[config.mk]
export PLATFORM = sky130hd
export DESIGN_NAME = dpht_ram
export DESIGN_NICKNAME = d
export VERILOG_FILES = /design/src/design/assert_macros.svh /design/src/design/dpht_ram.sv
export SDC_FILE = /design/constraint.sdc
export NUM_CORES = 1
export LEC_CHECK = 0
export ABC_CLOCK_PERIOD_IN_PS = 2300
export BUFFER_PORTS_ARGS = -buffer_cell sky130_fd_sc_hd__buf_2
export CAP_MARGIN = 30
export CORE_MARGIN = 2
export CORE_UTILIZATION = 60
export DETAILED_ROUTE_END_ITERATION = 10
export GPL_TIMING_DRIVEN = 1
export PLACE_DENSITY_LB_ADDON = 0.1
export SKIP_LAST_GASP = 1
export SLEW_MARGIN = 10
export SYNTH_ARGS = -nofsm -noshare
export SYNTH_HDL_FRONTEND = slang
export SYNTH_SLANG_ARGS = --single-unit
[constraint.sdc]
create_clock -name clk -period 2.3 [get_ports clk]
set_input_delay 0.23 -clock clk [delete_from_list [all_inputs] [get_ports clk]]
set_output_delay 0.23 -clock clk [all_outputs]
set_load 0.1 [all_outputs]
[src/design/assert_macros.svh]
// Assertion macros shared by the RTL of the hash table core.
// Each macro expects signals named clk and rst in the scope where it is used.
`ifndef ASSERT_MACROS_SVH
`define ASSERT_MACROS_SVH

// Same-cycle implication, checked at every rising edge outside reset
`define ASSERT_SAME(label, ante, cons) \
  label: assert property (@(posedge clk) disable iff (rst) (ante) |-> (cons)) \
    else $error("assertion failed: same-cycle implication");

// Next-cycle implication, checked at every rising edge outside reset
`define ASSERT_NEXT(label, ante, cons) \
  label: assert property (@(posedge clk) disable iff (rst) (ante) |=> (cons)) \
    else $error("assertion failed: next-cycle implication");

`endif

[src/design/dpht_ram.sv]
// Generic single-port-write, single-port-read synchronous RAM.
// Read data is registered. No dependencies.
`timescale 1ns / 1ps

module dpht_ram #(
  parameter int WIDTH = 8,
  parameter int DEPTH = 16
) (
  input  logic                     clk,
  input  logic                     wr_en,
  input  logic [$clog2(DEPTH)-1:0] wr_addr,
  input  logic [WIDTH-1:0]         wr_data,
  input  logic                     rd_en,
  input  logic [$clog2(DEPTH)-1:0] rd_addr,
  output logic [WIDTH-1:0]         rd_data
);

  logic [WIDTH-1:0] mem [DEPTH];

  // write port
  always_ff @(posedge clk) begin
    if (wr_en) begin
      mem[wr_addr] <= wr_data;
    end
  end

  // registered read port; data holds while rd_en is low
  always_ff @(posedge clk) begin
    if (rd_en) begin
      rd_data <= mem[rd_addr];
    end
  end

endmodule

== After elaboration in Yosys (flattened, before gate mapping) ==
Memory sizes are Yosys's and may differ from the RTL's. A register that Yosys moved wholly into a read port is not among the register bits.
Index checks and enable logic that the tools add are counted.
Widths: inputs -> output; s select.
Storage, ports and cells
  flip-flop bits (word level): 0
  memory bits (writable): 128
  input port bits: 19
  output and inout bits: 8
  word-level logic and storage cells: 3
  memories: 1
Operators by class
  mux-type cells: 2
Memory list
  mem: words 16, bits a word 8, rd ports 1, clocked after memory_dff 1, wr ports 1, line dpht_ram.sv:18  | logic [WIDTH-1:0] mem [DEPTH];
Operator list (number)
  $mux 1: 2

== Longest topological paths before layout ==
  word-level depth: 2
  gate-level depth with buffers: 5
  gate-level depth less buffers: 3

== Worst setup path after synthesis ==
OpenSTA, ideal clock, no wires.
  kind: input port to flip-flop
  start point: in wr_addr[2]
  end point: mem mem[0][0], enable pin
  arrival time: 1340 ps
  required time: 1917 ps
  slack: 577 ps
  cell stages on the path: 2
  cell sequence: or3b_2 > nor3_1
RTL lines
  start, declared: line dpht_ram.sv:11  | input logic [$clog2(DEPTH)-1:0] wr_addr,
  end, declared: line dpht_ram.sv:18
No word-level cell before the write port.

== Worst setup path in the final report ==
  start point: reg rd_data[7], read port of mem
  end point: out rd_data[7]
RTL lines
  start, declared: line dpht_ram.sv:15  | output logic [WIDTH-1:0] rd_data
No word-level cell between the ends.

==> summary.md <==
- **total negative setup slack** 0 ps
- **1st-pass router iterations** 4
- **DRC marker count from the first detailed-route iteration** 184
- **number of clock sinks** 136
- **delay of the slowest critical-path stage** 440 ps
- **TritonCTS clock tree** yes
- **detailed-placement wirelength estimate** 6.21 mm
- **clock-pin slew on the worst setup and hold paths** 60 ps
- **initial antenna violation count** 0
- **Num CTS Buffers** 17
- **Critical Path Stages** 1
- **boundary pin count** 27
- **Warnings, synthesis** 0
- **Buf/Inv on CP** 1
- **critical path startpoint category** flop
- **floorplan die area** 0.00948 mm^2
- **post-route worst setup slack** 766 ps
- **global-route wire length before repair** 15.0 mm
- **register-to-register setup slack** 820 ps
- **via count of the first global-routing pass** 2519
- **skew final** 5.78 ps
- **mean area per synthesized cell** 22.8 um^2
- **cell area power density** 941 mW/mm^2
- **transition time at the pin with the least slew margin** 716 ps
- **antenna cell count** 0
- **type of the worst setup path** reg2out
- **remaining global-route overflow** 0
- **count of buffers added by post-CTS timing repair for setup** 0
- **final critical path time including I/O delays and setup** 1530 ps
- **list of cells traversed by the critical path** buf_2
- **total via count after detailed routing** 2428
- **highest clock rate** 652 MHz
- **library cells used by synthesis** 18
- **sequential fraction of the synthesis area** 78.1%
- **worst reg2reg path startpoint** mem[0][2]
- **Crit. End Element** output port
- **Vert. Die Dim** 97.3 um
- **Relative slew margins** 52.1%
- **number of synthesized register bits** 136
- **number of failing setup endpoints in the final timing report** 0
- **Top Family by Delay on Critical Path** buffers and inverters
- **maximum clock insertion buffer count** 2
- **highest-delay cell along the critical path** buf_2
- **quantity of I/O buffers inserted on ports** 26
- **final non-filler cell total** 405
- **Max Transition Viols Final** 0
- **DRC** 0
- **hold violation total from the final report** 0
- **Routed Antenna Nets** 0
- **result of the run** finished, final reports clean
- **Tcrit/Tclk final** 66.7%
- **pin count of the biggest net entering global routing** 17
- **gpl congestion** 0.759
- **most common library cell in the layout ignoring fill and taps** edfxtp_1
- **placeable core region** 0.00859 mm^2
- **number of vias per cell** 6.00
- **type of the tightest min-delay check** in2reg
- **Pleak** 0.00211 uW
- **r2r worst-path depth** 3
- **root buf cell** clkbuf_8
- **area delta synth->final** 18.1%
- **total global-route track usage** 22.3%
- **worst setup path endpoint** rd_data[7]
- **Resized cells post-CTS** 0
- **Placed Instances** 373
- **data required time of the worst path** 2070 ps
- **proportion of layout cells with a drive suffix above 1** 32.0%
- **Worst R2R End** rd_data[2]
- **Worst Hold Depth** 1
- **number of nets in the synthesized netlist** 248
- **Finished Core Util** 71.9%
- **width of the chip** 97.3 um
- **Worst EP arrival** 1300 ps
- **Mapped Area** 0.00523 mm^2
- **CTS hold repair buffers** 0
- **unrepaired setup endpoints after global routing** no
- **Synth Instances** 229
- **commonest cells after routing, fill and taps aside** edfxtp_1, buf_2, mux4_2, buf_4
- **starting density of the core** 60.8%
- **Cell Rows** 34
- **worst ir drop on vdd** 0.000642 V
- **clock latency on the worst-skew pair** 500 ps
- **H-tree levels** 4
- **number of max-capacitance violations reported** 0
- **worst slack, placed** 442 ps
- **startpoint of the worst setup timing path** rd_data[7]
- **Post-layout nets** 303
- **Routed wire per std cell** 23.8 um
- **post-detailed-routing wire length** 9.62 mm
- **FILL cells** 523
- **maximum fanout count along the critical path** 1
==> logic make-up after synthesis <==
family,after synthesis,share of synthesized area (%)
compound gates,16,2.30
mux,32,14.8
buf+inv,10,1.65
flops,136,78.1
simple gates,35,3.14
==> cells in the mapped netlist <==
master,n,area share (%)
buf_6,3,0.65
nand3_1,1,0.096
edfxtp_1,136,78
nand2b_1,2,0.24
clkdlybuf4s25_2,3,0.57
a22oi_1,16,2.3
mux4_1,14,7.0
or3b_2,1,0.17
mux4_2,18,7.8
nand2_1,9,0.65
nor2_1,13,0.93
buf_2,3,0.29
nand3b_1,2,0.29
and2b_1,1,0.14
and2_1,1,0.12
buf_4,1,0.14
nor3_1,4,0.38
nor2b_1,1,0.12
==> sequential cells by signal, summed over array words and instances (netlist names) <==
name and cells:
mem 128, rd_data 8
==> how the worst min path moves through the flow <==
stage	slack (ps)	start	to
2_1_floorplan	330	wr_data[0]	mem[0][0]
3_3_place_gp	610	rd_en	rd_data[5]
3_5_place_dp	610	rd_en	rd_data[3]
4_1_cts	70	rd_en	rd_data[4]
5_1_grt	70	rd_en	rd_data[4]
6_report	90	rd_en	rd_data[4]
==> metal layers <==
layer	vias to the layer above	GRT usage [%]	part of all wire, %
met5	-	0	0
met4	0	6.94	1.4
met3	13	6.04	4.8
met2	71	33.5	49
met1	1246	33.0	44
li1	1098	-	-
==> power breakdown <==
group	total (uW)	internal [uW]	leakage, uW	switching [uW]
logic	342	110	0.000588	231
clock network	2660	1660	0.000283	1000
registers	2810	2790	0.00124	13.8
==> stage by stage <==
step	power (uW)	cell area, um^2	hold slack, ps
floorplan	3080	5230	329
global placement	3200	5580	613
detailed placement	3200	5580	607
CTS	5860	6170	67.8
global route	5980	6170	68.4
finish	5810	6170	92.5
==> area by class of cell <==
type,count,area [um^2],area share [%]
clock buffer,19,422,6.83
sequential,136,4080,66.1
timing repair buffer,46,305,4.94
tap,108,135,2.19
multi-input combinational,83,1060,17.1
clock inverter,13,171,2.78
Note: power is estimated with default switching activity, not from simulation.
